--- config.mk ---
export PLATFORM = sky130hd
export DESIGN_NAME = agb_map
export DESIGN_NICKNAME = d
export VERILOG_FILES = /design/src/rtl/agb_pkg.sv /design/src/rtl/agb_map.sv
export SDC_FILE = /design/constraint.sdc
export NUM_CORES = 1
export LEC_CHECK = 0
export BUFFER_PORTS_ARGS = -buffer_cell sky130_fd_sc_hd__buf_2
export CAP_MARGIN = 15
export CORE_UTILIZATION = 24
export DETAILED_ROUTE_END_ITERATION = 7
export PLACE_DENSITY_LB_ADDON = 0.1
export SLEW_MARGIN = 20
export SYNTH_ARGS = -nofsm -noshare
export SYNTH_HDL_FRONTEND = slang
export SYNTH_SLANG_ARGS = --single-unit
export TNS_END_PERCENT = 1
--- constraint.sdc ---
create_clock -name clk -period 10.3 [get_ports clk]
set_input_delay 0.515 -clock clk [delete_from_list [all_inputs] [get_ports clk]]
set_output_delay 0.515 -clock clk [all_outputs]
set_load 0.01 [all_outputs]
--- src/rtl/agb_pkg.sv ---
// ----------------------------------------------------------------------------
// agb_pkg
// Widths, register indexes, reset values and stage types shared by the
// afterglow pixel blend pipeline.
// ----------------------------------------------------------------------------
package agb_pkg;

  localparam int PIX_W      = 8;   // pixel coordinate and color channel
  localparam int DOT_X_W    = 10;  // signed dot column
  localparam int DOT_Y_W    = 8;
  localparam int BLUR_W     = 6;
  localparam int INT_W      = 9;   // intensity, 0..511
  localparam int DX_W       = 10;  // |pix_x - dot_x|, up to 767
  localparam int DY_W       = 8;
  localparam int DX2_W      = 2 * DX_W;
  localparam int DY2_W      = 2 * DY_W;
  localparam int DEN_W      = 20;  // r2 + bf - 1 stays below 2**20
  localparam int NUM_W      = 15;  // peak * bf, up to 32193
  localparam int REM_W      = NUM_W;
  localparam int QUO_W      = INT_W;  // off-center quotient never exceeds peak
  localparam int DIV_CMP_W  = DEN_W + QUO_W - 1;
  localparam int DOTC_W     = 7;   // floor(dot * 15 / 100) <= 76

  localparam int CFG_IDX_W  = 4;
  localparam int CFG_DATA_W = 10;

  localparam logic [CFG_IDX_W-1:0] REG_DOT_X          = CFG_IDX_W'(0);
  localparam logic [CFG_IDX_W-1:0] REG_DOT_Y          = CFG_IDX_W'(1);
  localparam logic [CFG_IDX_W-1:0] REG_BLUR_WIDTH     = CFG_IDX_W'(2);
  localparam logic [CFG_IDX_W-1:0] REG_PEAK_INTENSITY = CFG_IDX_W'(3);

  localparam logic signed [DOT_X_W-1:0] DOT_X_RST = '0;
  localparam logic [DOT_Y_W-1:0]        DOT_Y_RST = '0;
  localparam logic [BLUR_W-1:0]         BLUR_RST  = BLUR_W'(8);
  localparam logic [INT_W-1:0]          PEAK_RST  = INT_W'(400);

  localparam logic [INT_W-1:0] INT_MAX    = '1;
  localparam logic [7:0]       FADE_NUM   = 8'd250;   // fade by 250/256
  localparam logic [7:0]       DIV5_RECIP = 8'd205;   // 205/1024 ~ 1/5
  localparam int               DIV5_SHIFT = 10;

  typedef struct packed {
    logic signed [DOT_X_W-1:0] dot_x;
    logic [DOT_Y_W-1:0]        dot_y;
    logic [BLUR_W-1:0]         blur_width;
    logic [INT_W-1:0]          peak_intensity;
  } agb_cfg_t;

  typedef struct packed {
    logic [PIX_W-1:0] pix_x;
    logic [PIX_W-1:0] pix_y;
    logic [PIX_W-1:0] old_red;
    logic [PIX_W-1:0] old_green;
  } pix_in_t;

  // divider stage word: partial remainder, divisor and quotient so far
  typedef struct packed {
    logic [REM_W-1:0] rem;
    logic [DEN_W-1:0] den;
    logic [QUO_W-1:0] quo;
    logic             r2_zero;
    logic             den_zero;
    logic [INT_W-1:0] fade;
  } div_stage_t;

  typedef struct packed {
    logic [PIX_W-1:0] new_red;
    logic [PIX_W-1:0] new_green;
    logic [PIX_W-1:0] new_blue;
  } rgb_t;

endpackage

--- src/rtl/agb_map.sv ---
// ----------------------------------------------------------------------------
// agb_map
// Back end: dot term scaling by 0.15, sum with the faded intensity, clamp and
// color ramp. The second stage is the output register.
// ----------------------------------------------------------------------------
module agb_map
  import agb_pkg::*;
(
  input  logic             clk,
  input  logic             rst_n,
  input  logic [INT_W-1:0] peak_intensity,
  input  logic             in_valid,
  output logic             in_ready,
  input  div_stage_t       in_data,
  output logic             out_valid,
  input  logic             out_ready,
  output rgb_t             out_data
);

  typedef struct packed {
    logic [INT_W-1:0]  fade;
    logic [DOTC_W-1:0] dotc;
  } m1_t;

  logic  v1_r, v2_r;
  logic  rdy1, rdy2;
  m1_t   m1_r, m1_nxt;
  rgb_t  rgb_r, rgb_nxt;

  logic [INT_W-1:0]    dot;
  logic [INT_W+1:0]    dot3;
  logic [INT_W+7:0]    div5_prod;
  logic [INT_W:0]      sum;
  logic [INT_W-1:0]    inten;

  assign rdy2     = !v2_r || out_ready;
  assign rdy1     = !v1_r || rdy2;
  assign in_ready = rdy1;

  // dot * 15 / 100 = floor(floor(dot * 3 / 4) / 5), exact for dot <= 511
  always_comb begin
    if (in_data.r2_zero) begin
      dot = peak_intensity;
    end else if (in_data.den_zero) begin
      dot = '0;
    end else begin
      dot = in_data.quo;
    end
    dot3        = (INT_W+2)'(dot) * (INT_W+2)'(3);
    div5_prod   = (INT_W+8)'(dot3[INT_W+1:2]) * (INT_W+8)'(DIV5_RECIP);
    m1_nxt.fade = in_data.fade;
    m1_nxt.dotc = DOTC_W'(div5_prod >> DIV5_SHIFT);
  end

  always_comb begin
    sum   = (INT_W+1)'(m1_r.fade) + (INT_W+1)'(m1_r.dotc);
    inten = sum[INT_W] ? INT_MAX : sum[INT_W-1:0];
    if (inten[INT_W-1]) begin
      rgb_nxt.new_red   = inten[PIX_W-1:0];
      rgb_nxt.new_green = '1;
    end else begin
      rgb_nxt.new_red   = '0;
      rgb_nxt.new_green = inten[PIX_W-1:0];
    end
    rgb_nxt.new_blue = inten[INT_W-1:1];
  end

  always_ff @(posedge clk) begin
    if (!rst_n) begin
      v1_r <= 1'b0;
      v2_r <= 1'b0;
    end else begin
      if (rdy1) v1_r <= in_valid;
      if (rdy2) v2_r <= v1_r;
    end
  end

  always_ff @(posedge clk) begin
    if (rdy1 && in_valid) m1_r  <= m1_nxt;
    if (rdy2 && v1_r)     rgb_r <= rgb_nxt;
  end

  assign out_valid = v2_r;
  assign out_data  = rgb_r;

endmodule

[Yosys cells after proc, flatten, opt, wreduce, memory -nomap -nowiden]
Cells that the tools add are included.
Word-level totals
  output and inout port bits: 26
  bits in registers: 42
  memories kept: 0
  memory bits (read-only): 0
  logic and storage cells: 19
  input port bits: 68
  latch bits: 0
  memory bits (writable): 0
Cells by class
  order comparisons: 0
  add/sub/neg operators: 1
  bitwise operators: 0
  multiplexer cells: 3
  divide/modulo/power cells: 0
  equality and inequality tests: 0
  shift operators: 0
  reduce and logical (&&, ||, !) cells: 6
  multiply operators: 2
Operators by type and width (number)
  $mux 9: 3
  $mul 9x8->17 const B: 1
  $mul 9x2->11 const B: 1
  $add 9x7->10: 1
  $logic_and 1x1->1: 2
  $logic_not 1->1: 2
  $logic_or 1x1->1: 2

[Depth between registers and ports, before layout]
Gate-level depths: netlist (run 1).
  depth in word-level cells: 4
  gate-level depth with buffers: 27
  depth with buffers taken out: 24

[Worst setup path before layout (run 1)]
No wires, ideal clock.
  path kind: input to register
  start: input in_data[10] (netlist name)
  end: register m1_r[5] (netlist name) (data pin)
  setup time: 0.258 ns
  slack: 3.997 ns
  path buffers: 3
  required time: 10.042 ns
  cell stages on the path: 24
  arrival: 6.045 ns
  cell sequence: buf_6 -> buf_6 -> clkbuf_1 -> o21ai_0 -> ha_1 -> a41o_1 -> a41oi_1 -> o21a_2 -> o21ai_4 -> o311ai_1 -> nand2_1 -> ha_1 -> inv_1 -> fa_1 -> inv_1 -> fa_1 -> fa_1 -> ha_1 -> and3_1 -> a221o_1 -> a21oi_1 -> o21ai_0 -> a311o_1 -> xor2_1
Between the ends
  cells in the longest elaborated chain, start to end: 3
RTL lines
  from (decl): RTL line agb_map.sv:14  | input div_stage_t in_data,
  $mux 9: RTL line agb_map.sv:42  | if (in_data.r2_zero) begin
  $mul 9x2->11: RTL line agb_map.sv:49  | dot3 = (INT_W+2)'(dot) * (INT_W+2)'(3);
  $mul 9x8->17: RTL line agb_map.sv:50  | div5_prod = (INT_W+8)'(dot3[INT_W+1:2]) * (INT_W+8)'(DIV5_RECIP);
  net div5_prod[15]: RTL line agb_map.sv:32  | logic [INT_W+7:0] div5_prod;
  to (signal assigned): RTL line agb_map.sv:79  | if (rdy1 && in_valid) m1_r <= m1_nxt;
  to (decl): RTL line agb_map.sv:27  | m1_t m1_r, m1_nxt;
The timed path passes the listed nets, and every way through them passes these cells.
A chain may end at the register's enable or synchronous reset.

[Worst setup path after layout (run 1)]
Same ends and word-level chain as after synthesis.

==> impl_results.md, run 1 <==
* Chip Width at 127.2 um
* Synth Register Bits at 42
* Post-Route WL at 7752 um
* Worst min-delay path class: in2reg
* Syn Area/Cell at 10.75 um^2
* Root Driver: clkbuf_16
* Synth top area share at 31.94%
* Setup TNS at 0 ns
* Ys flop type: edfxtp_1
* CTS Buffer Depth at 2
* Synth area leader: edfxtp_1
* Clock-pin slew on the worst setup and hold paths at 0.06 ns
* VDD IR-drop max at 0.0001322 V
* Mapped Nets at 488
* Highest clock rate at 149.3 MHz
* PD cells at 307.6 nW/um^2
* Top-count cell post-synth: ha_1
* Site Rows at 45
* Largest net degree at the start of global routing at 26
* Async S/R FF share, synth at 0%
* Final setup violation count at 0
* RSZ-0062 raised after global routing: false
* Synthesis-to-finish area growth at 17.56%
* Die H at 127.2 um
* Mapped Area at 3761 um^2
* Vias in the first global route at 2666
* Worst R2R Setup Slack at 7.54 ns
* Synth Instances at 350
* Post-route ant nets at 0
* Top cells by area, synth: edfxtp_1 32%, ha_1 18%, fa_1 8.5%, inv_1 4.2%, xnor2_1 3.5%
* H-tree depth at 2
* First-pass GRT wire length at 12850 um
* Initial antenna violation count at 0
* Die area at 16180 um^2
* Detailed-router iteration count before antenna repair at 4
* Max Cap Viol at 0
* Synth warn at 0
* Cts bufs inserted at 5
* Total gr overflow at 0
* # IOs at 94
* Slew Limit Fails at 0
* Clock sinks at 42
* Post-synth top cells: 54 x ha_1, 42 x inv_1, 40 x edfxtp_1
* I/O Buffers at 58
* Setup crit end kind: flop
* Fin crit share at 65.03%
* Post-CTS Setup Bufs at 0
* Status: complete, no violations
* Placed Area at 4280 um^2
* Leak at 2.034 nW
* Crit path time final at 6.699 ns
* Design Area, Final at 4422 um^2
* Dpl hpwl at 6558 um
* Final Power at 1.360 mW
* Final Hold Vio Count at 0
* Core ar. at 15260 um^2
* Initial drt markers at 81
* Diode count at 0
* Initial Util at 24.65%
* Arrival @ worst endpoint at 6.73 ns
* Startpoint types: primary input
* CP Class: in2reg
* Vias at 2656
* Post-layout util at 28.98%
* Layout Nets at 547
* Least-Margin Pin Slew at 0.7383 ns
* Setup WS post-layout at 3.601 ns
* CTS resizes at 0
* Non-Filler Instances at 621
* Dpl ws at 3.234 ns
* Worst path required time at 10.33 ns
* CTS tree: built
* Gp weighted congestion at 0.7226
* Vias per inst at 4.277
* WL per Instance at 12.48 um
* # DRC at 0
* Hold_buf cts at 0
* Slew headroom at 50.78%
* Hold_ws at 0.4086 ns
* Max FO, Critical Path at 25
* Dpl cells at 613
* Total Routing Usage GR at 9.967%
* Layout cells sized above 1 at 20.49%
* Clock latency on the worst-skew pair at 0.28 ns
* Post-synth EDFFs at 40
* Clock Skew at 0.002324 ns
* Seq/Total Area, Yosys at 33.00%
* Post-synthesis cell type count at 61
==> kinds of logic after synthesis <==
kind of cell	after synthesis	share of synthesized area (%)
AO/OA/AOI/OAI	85	16.37
AND/OR/NAND/NOR	74	10.85
adder cells (fa/ha/maj)	70	26.48
buffers and inverters	48	5.323
flip-flops	42	33.00
XOR/XNOR	30	7.685
multiplexers	1	0.2994
==> critical path, cell delays in order <==
cell	delay (ns)
buf_2	0.22
nor2_2	0.39
a22o_1	0.21
ha_1	0.24
a41o_1	0.24
a41oi_1	0.27
o21a_2	0.25
o21ai_4	0.11
o311ai_1	0.32
nand2_1	0.23
ha_1	0.37
inv_1	0.07
fa_1	0.53
inv_1	0.05
fa_1	0.51
fa_1	0.49
ha_1	0.34
and3_1	0.21
a221o_1	0.33
a21oi_1	0.19
o21ai_0	0.14
a311o_1	0.34
xor2_1	0.14
==> flip-flops by register name, indices dropped and copies added (netlist names) <==
name,cells
m1_r,16
out_data,24
out_valid,1
v1_r,1
==> path summary, 6_finish.rpt <==
| check | end | cells past startpoint | startpoint |
|---|---|---|---|
| worst max-delay path | m1_r[5] | 23 | in_data[10] |
| worst min register to register | out_valid | 1 | v1_r |
| worst max register to register | out_data[22] | 10 | m1_r[0] |
| worst min-delay path | m1_r[14] | 1 | in_data[7] |
==> per-layer routing <==
metal / GRT usage (%) / vias up / share of wire [%]
met4: 2.941 / 0 / 0.90
met2: 19.49 / 60 / 53
met3: 1.047 / 5 / 2.8
met1: 11.30 / 1221 / 43
li1: - / 1370 / -
met5: 0 / - / 0
==> power by group <==
part | total (mW) | internal (mW) | leakage (nW) | switching, mW
combinational | 0.927 | 0.399 | 1.57 | 0.529
clock | 0.152 | 0.0885 | 0.0672 | 0.0632
sequential | 0.281 | 0.271 | 0.393 | 0.00971
total | 1.36 | 0.758 | 2.03 | 0.602
==> cells in the final DEF (no fill, tap or decap), types with 9 or more instances in the layout <==
cell type,netlist,layout
a21o_1,9,9
a21oi_1,23,23
buf_2,1,58
edfxtp_1,40,40
fa_1,16,16
ha_1,54,54
inv_1,42,42
nand2_1,25,25
o21ai_0,14,14
xnor2_1,15,15
xor2_1,13,13
==> area by class of cell <==
type	count	area (um^2)
clock buffer	5	125.1
clock inverter	3	16.27
fill	1622	10840
inverter	42	157.7
multi-input combinational	260	2327
sequential	42	1241
tap	211	264.0
timing repair buffer	58	290.3
Power figures use the tool's default switching activity.
==> inputs of run 2 (changes only) <==
Settings changed: ABC_AREA set to 1.
Clock period 10.3 ns to 6.5 ns, I/O delays scaled along.
==> run 2 against run 1 <==
Critical endpoint is now m1_r[6]. Final cell count rose by 6.3%. Synthesized cell count is 16% higher. Largest power group unchanged. Non-clock buffer count up 2. Largest cell class unchanged. Combinational power is 63% higher.
==> impl_results.md, run 2 <==
* Mapped Nets at 544 (+11%)
* Synth warn at 0 (unchanged)
* Synth Instances at 406 (+16%)
* Chip Width at 126.7 um (-0.38%)
* Clock sinks at 42 (unchanged)
* Final setup violation count at 0 (unchanged)
* Core ar. at 15200 um^2 (-0.37%)
* Max FO, Critical Path at 10 (-60%)
* Syn Area/Cell at 9.193 um^2 (-14%)
* Layout Nets at 609 (+11%)
* Synth area leader: edfxtp_1
* Clock latency on the worst-skew pair at 0.28 ns (about the same)
* Post-synth top cells: 95 x nand2_1, 68 x inv_1, 54 x ha_1
* Slew Limit Fails at 0 (unchanged)
* # fillers at 1633 (+0.68%)
* Clock Skew at 0.004626 ns (+0.002302 ns)
* Mapped Area at 3732 um^2 (-0.77%)
* Post-layout util at 29.11% (+0.13 points)
* Post-CTS Setup Bufs at 0 (unchanged)
* Initial drt markers at 98 (+21%)
* CTS tree: built
* Internal at 1.186 mW (+56%)
* PD cells at 503.4 nW/um^2 (+64%)
* RSZ-0062 raised after global routing: false
* Vias per inst at 4.221 (-1.3%)
* Cts bufs inserted at 5 (unchanged)
* Sw Share at 46.74% (+2.5 points)
* Final Power at 2.228 mW (+64%)
* # DRC at 0 (unchanged)
* Post-synth EDFFs at 40 (unchanged)
* Top cells by area, synth: edfxtp_1 32%, ha_1 18%, nand2_1 9.6%, fa_1 8.6%, inv_1 6.8%
* Design Area, Final at 4425 um^2 (about the same)
* Total Routing Usage GR at 10.09% (+0.12 points)
* Arrival @ worst endpoint at 5.52 ns (-1.21 ns)
* Crit path time final at 5.482 ns
* Site Rows at 45 (unchanged)
* Most frequent cells in the layout: 95 x nand2_1, 68 x inv_1, 58 x buf_2, 54 x ha_1, 40 x edfxtp_1
* Highest clock rate at 182.4 MHz
* Vias at 2786 (+4.9%)
* Post-synthesis cell type count at 40 (-34%)
* Ys flop type: edfxtp_1
* Total gr overflow at 0 (unchanged)
* Die area at 16050 um^2 (-0.75%)
* Combinational share of power at 67.7% (-0.5 points)
* Worst path required time at 6.54 ns (-3.79 ns)
* Layout cells sized above 1 at 21.19% (+0.70 points)
* Async S/R FF share, synth at 0% (unchanged)
* H-tree depth at 2 (unchanged)
* Initial antenna violation count at 0 (unchanged)
* Synthesis-to-finish area growth at 18.57%
* Die H at 126.7 um (-0.38%)
* Clock power share at 12.6% (+1.4 points)
* Worst min-delay path class: in2reg
* # IOs at 94 (unchanged)
* Max reg flops at 24 (unchanged)
* Fin crit share at 84.34%
* Net Switching at 1.041 mW (+73%)
* Diode count at 0 (unchanged)
* Synth Register Bits at 42 (unchanged)
* Setup crit end kind: flop
* Max Cap Viol at 0 (unchanged)
* Gp weighted congestion at 0.7430 (+2.8%)
* Clock-pin slew on the worst setup and hold paths at 0.06 ns (about the same)
* VDD IR-drop max at 0.0001736 V (+31%)
* Slowest-stage cell, CP: fa_1
* Dpl cells at 652 (+6.4%)
* Detailed-router iteration count before antenna repair at 4 (unchanged)
* Dpl hpwl at 6525 um (-0.50%)
* Least-Margin Pin Slew at 0.6814 ns (-0.05698 ns)
* Status: complete, no violations
* Hold_buf cts at 0 (unchanged)
* CTS Buffer Depth at 2 (unchanged)
* Synth top area share at 32.18% (+0.25 points)
* Post-route ant nets at 0 (unchanged)
* WL per Instance at 11.46 um (-8.2%)
* Commonest non-fill, non-tap cell in the layout: nand2_1
* Reg power frac at 19.7% (-1.0 points)
* Startpoint types: primary input
* Largest net degree at the start of global routing at 25 (-3.8%)
* Initial Util at 24.55% (-0.098 points)
* Vias in the first global route at 2820 (+5.8%)
* Setup TNS at 0 ns (unchanged)
* CTS resizes at 0 (unchanged)
* Non-Filler Instances at 660 (+6.3%)
* Worst path max stage delay at 0.54 ns (about the same)
* Root Driver: clkbuf_16
* First-pass GRT wire length at 12930 um (+0.59%)
* CP Class: in2reg
* Final Hold Vio Count at 0 (unchanged)
* Leak at 2.264 nW (+11%)
* I/O Buffers at 58 (unchanged)
* Placed Area at 4260 um^2 (-0.47%)
* Top-count cell post-synth: nand2_1
* Seq/Total Area, Yosys at 33.26% (+0.25 points)
* Post-Route WL at 7564 um (-2.4%)
* Slew headroom at 54.53% (+3.7 points)
## run 2: worst max-delay path: cells and delay by family
family,cells,cell delay (ns)
AO/OA/AOI/OAI,6,1.38
adder cells (fa/ha/maj),5,2.21
buffers and inverters,5,0.60
AND/OR/NAND/NOR,11,0.99
## run 2: metal layers
layer | up-vias | track usage [%] | share of wire [%]
met2 | 41 | 18.04 | 49
met4 | 0 | 2.101 | 0.30
met5 | - | 0 | 0
met1 | 1280 | 12.60 | 48
met3 | 3 | 1.940 | 3.1
li1 | 1462 | - | -
## run 2: logic make-up after synthesis
| logic type | count (synthesis) | share of synthesized area, % |
|---|---|---|
| and+or+nand+nor | 164 | 20.72 |
| buffers and inverters | 71 | 7.375 |
| adders and majority gates | 70 | 26.68 |
| AOI/OAI and AO/OA | 42 | 7.141 |
| DFF | 42 | 33.26 |
| xor gates and xnor gates | 16 | 4.559 |
| muxes | 1 | 0.2682 |
## run 2: metrics by stage
step	setup WS, ns	hold WS (ns)
floorplan	1.330	0.4239
global placement	0.6659	0.4893
detailed placement	0.6243	0.4913
CTS	0.9216	0.2049
global route	0.4846	0.2042
finish	1.018	0.2125
## run 2: layout make-up
class,instances,area [um^2],area share [%]
clock inverter,3,40.04,0.9047
timing repair buffer,60,305.3,6.899
tap,188,235.2,5.315
inverter,69,259.0,5.852
sequential,42,1241,28.05
multi-input combinational,293,2220,50.16
clock buffer,5,125.1,2.827
## run 2: power groups by stage
stage | logic [mW] | clock network, mW | registers, mW
after floorplan | 1.15 | 0 | 0.458
after global placement | 1.55 | 0 | 0.446
after detailed placement | 1.53 | 0 | 0.447
after CTS | 1.55 | 0.288 | 0.441
after global routing | 1.78 | 0.303 | 0.445
final | 1.51 | 0.280 | 0.439
## run 2: final timing paths
| path | from | endpoint | slack, ns | cells after the start |
|---|---|---|---|---|
| setup reg to reg | m1_r[0] | out_data[8] | 3.97 | 15 |
| hold reg to reg | v1_r | out_valid | 0.50 | 2 |
| hold / removal | in_data[5] | m1_r[12] | 0.21 | 1 |
| setup / recovery | in_data[10] | m1_r[6] | 1.02 | 27 |
==> inputs of run 3 (changes only) <==
Settings changed: ABC_AREA 1 to 0.
Clock period 6.5 ns to 5.31 ns, I/O delays scaled along.
==> run 3 against run 2 <==
Sequential power is 24% higher. Wire length is 14% higher. Final cell count is 7.4% higher. Non-clock buffer count is 86 higher. Worst setup slack worse by 1.0 ns. Via count is 8.1% higher. Highest routed layer unchanged. Final area is 21% higher. Critical endpoint is now m1_r[5]. Critical path type unchanged. Die area is 0.76% higher.
==> impl_results.md, run 3 (synthesis results as in run 1) <==
* Clock Skew at 0.007610 ns (+0.002984 ns)
* Fin crit share at 99.71%
* Worst path required time at 5.35 ns (-1.19 ns)
* I/O Buffers at 58 (unchanged)
* H-tree depth at 2 (unchanged)
* Core ar. at 15260 um^2 (+0.37%)
* Crit path time final at 5.295 ns
* Worst min-delay path class: in2reg
* Initial antenna violation count at 0 (unchanged)
* Setup WS post-layout at 0.01527 ns (-1.002 ns)
* Design Area, Final at 5375 um^2 (+21%)
* Largest net degree at the start of global routing at 25 (unchanged)
* Final setup violation count at 0 (unchanged)
* Placed Area at 4877 um^2 (+14%)
* GR Layer Usage met1 at 13.62% (+1.0 points)
* Total Routing Usage GR at 11.35% (+1.3 points)
* Status: complete, no violations
* CTS Buffer Depth at 2 (unchanged)
* Layout Nets at 635 (+4.3%)
* Startpoint types: primary input
* Max Cap Viol at 0 (unchanged)
* Final Power at 3.343 mW (+50%)
* CP Class: in2reg
* Synthesis-to-finish area growth at 42.91%
* Root Driver: clkbuf_16
* Final Hold Vio Count at 0 (unchanged)
* Detailed-router iteration count before antenna repair at 4 (unchanged)
* Vias at 3013 (+8.1%)
* WL per Instance at 12.13 um (+5.9%)
* Hold_buf cts at 0 (unchanged)
* Sw Share at 40.28% (-6.5 points)
* Dpl ws at -0.6359 ns (-1.260 ns)
* Reg power frac at 16.3% (-3.4 points)
* Dpl hpwl at 7269 um (+11%)
* CP Cell Sequence: buf_8 -> nand2b_4 -> o21ai_4 -> ha_4 -> a41o_1 -> a41oi_2 -> o21a_2 -> o21ai_4 -> o311ai_4 -> nand2_4 -> ha_4 -> inv_2 -> fa_2 -> inv_2 -> fa_1 -> fa_1 -> ha_4 -> and3_4 -> a221o_1 -> a21oi_2 -> o21ai_1 -> a311o_1 -> xor2_1
* Layout cells sized above 1 at 40.56% (+19 points)
* # IOs at 94 (unchanged)
* Most frequent cells in the layout: 85 x buf_4, 56 x buf_2, 48 x ha_1, 40 x edfxtp_1, 39 x inv_1
* Slew Limit Fails at 0 (unchanged)
* Site Rows at 45 (unchanged)
* Commonest non-fill, non-tap cell in the layout: buf_4
* Clock power share at 10.3% (-2.3 points)
* Max FO, Critical Path at 3 (-7)
* Max reg flops at 24 (unchanged)
* PD cells at 622.0 nW/um^2 (+24%)
* Vias per inst at 4.250 (+0.67%)
* Slowest-stage cell, CP: fa_1
* Combinational share of power at 73.4% (+5.7 points)
* Grt peak-use layer: met2
* Total gr overflow at 0 (unchanged)
* Post-Route WL at 8602 um (+14%)
* Internal at 1.997 mW (+68%)
* Highest clock rate at 188.9 MHz
* Initial drt markers at 105 (+7.1%)
* Least-Margin Pin Slew at 0.7632 ns (+0.08182 ns)
* Worst path max stage delay at 0.58 ns (+0.04 ns)
* Die area at 16180 um^2 (+0.76%)
* Setup crit end kind: flop
* Clock-pin slew on the worst setup and hold paths at 0.06 ns (about the same)
* Slew headroom at 49.12% (-5.4 points)
* Initial Util at 24.65% (+0.098 points)
* Gp weighted congestion at 0.7455 (+0.34%)
* CTS tree: built
* GR Util met3 at 1.173% (-0.77 points)
* Diode count at 0 (unchanged)
* First-pass GRT wire length at 14640 um (+13%)
* Most frequent CP cell: ha_4
* Arrival @ worst endpoint at 5.34 ns (-0.18 ns)
* Chip Width at 127.2 um (+0.38%)
* GR Layer Usage met2 at 21.17% (+3.1 points)
* CP delay by family, top: adder cells
* VDD IR-drop max at 0.0003537 V (+100%)
* Net Switching at 1.347 mW (+29%)
* Cts bufs inserted at 5 (unchanged)
* Post-route ant nets at 0 (unchanged)
* WP buf/inv at 3 (-2)
* Die H at 127.2 um (+0.38%)
* # DRC at 0 (unchanged)
* RSZ-0062 raised after global routing: true
* Vias in the first global route at 3088 (+9.5%)
* Clock sinks at 42 (unchanged)
* Clock latency on the worst-skew pair at 0.29 ns (about the same)
* Leak at 2.517 nW (+11%)
run 3: cell types whose count changed in the layout (fill, tap and decap cells not counted), sizes merged, moves of 5 or more:
cell,previous run,this run
nand3,22,5
and3,0,6
o21ai,7,16
buf,60,146
nor2,24,9
xnor2,5,15
a21o,4,9
nand2,108,25
a22o,0,5
inv,69,42
o21a,0,5
nand2b,0,9
nor2b,0,8
run 3: cell type report:
cell class | instances | area [um^2]
tap | 211 | 264.0
clock inverter | 2 | 37.54
timing repair buffer | 146 | 982.2
clock buffer | 6 | 128.9
multi-input combinational | 260 | 2564
sequential | 42 | 1241
fill | 1542 | 9883
inverter | 42 | 157.7
run 3: routing by layer:
layer	routed length, um	up-vias
li1	-	1546
met2	4301	49
met5	0	-
met3	225	6
met1	3959	1412
met4	115	0
run 3: worst paths after layout:
check	startpoint	endpoint	slack [ns]	cells after the start
worst min register to register	v1_r	out_valid	0.53	1
worst max register to register	m1_r[0]	out_data[17]	2.56	10
worst min-delay path	in_data[5]	m1_r[12]	0.15	1
worst max-delay path	in_data[9]	m1_r[5]	0.02	23
run 3: metrics by stage:
stage	hold WS (ns)	utilization, %	cells	setup TNS (ns)
6_report	0.1476	35.23	709	0
5_1_grt	0.1440	35.23	709	-0.5481
4_1_cts	0.1420	34.84	708	-0.02270
3_5_place_dp	0.4442	31.96	690	-2.922
3_3_place_gp	0.4436	31.96	690	-2.220
2_1_floorplan	0.3644	-	350	-1.664
run 3: worst register-to-register path, cell delays in order (launching register included):
cell	delay [ns]
edfxtp_1	0.33
ha_1	0.17
inv_1	0.06
fa_1	0.39
nor2b_1	0.13
o21ai_0	0.10
a21boi_0	0.33
o211ai_1	0.12
a21boi_0	0.31
mux2_2	0.50
a21oi_1	0.15
run 3: power by group through the flow:
stage	logic, mW	registers, mW	clock network (mW)
CTS	2.41	0.547	0.354
global route	2.79	0.554	0.362
global placement	2.24	0.556	0
finish	2.45	0.546	0.343
detailed placement	2.25	0.554	0
floorplan	1.38	0.570	0
run 3: repair_timing:
| action | 4_1_cts | 5_1_grt |
|---|---|---|
| resized for setup | 38 | 8 |
| endpoints found under the setup margin | 6 | 7 |
| pin swaps | 28 | 12 |
| buffers inserted | 10 | 1 |
| endpoints found under the hold margin | 0 | 0 |
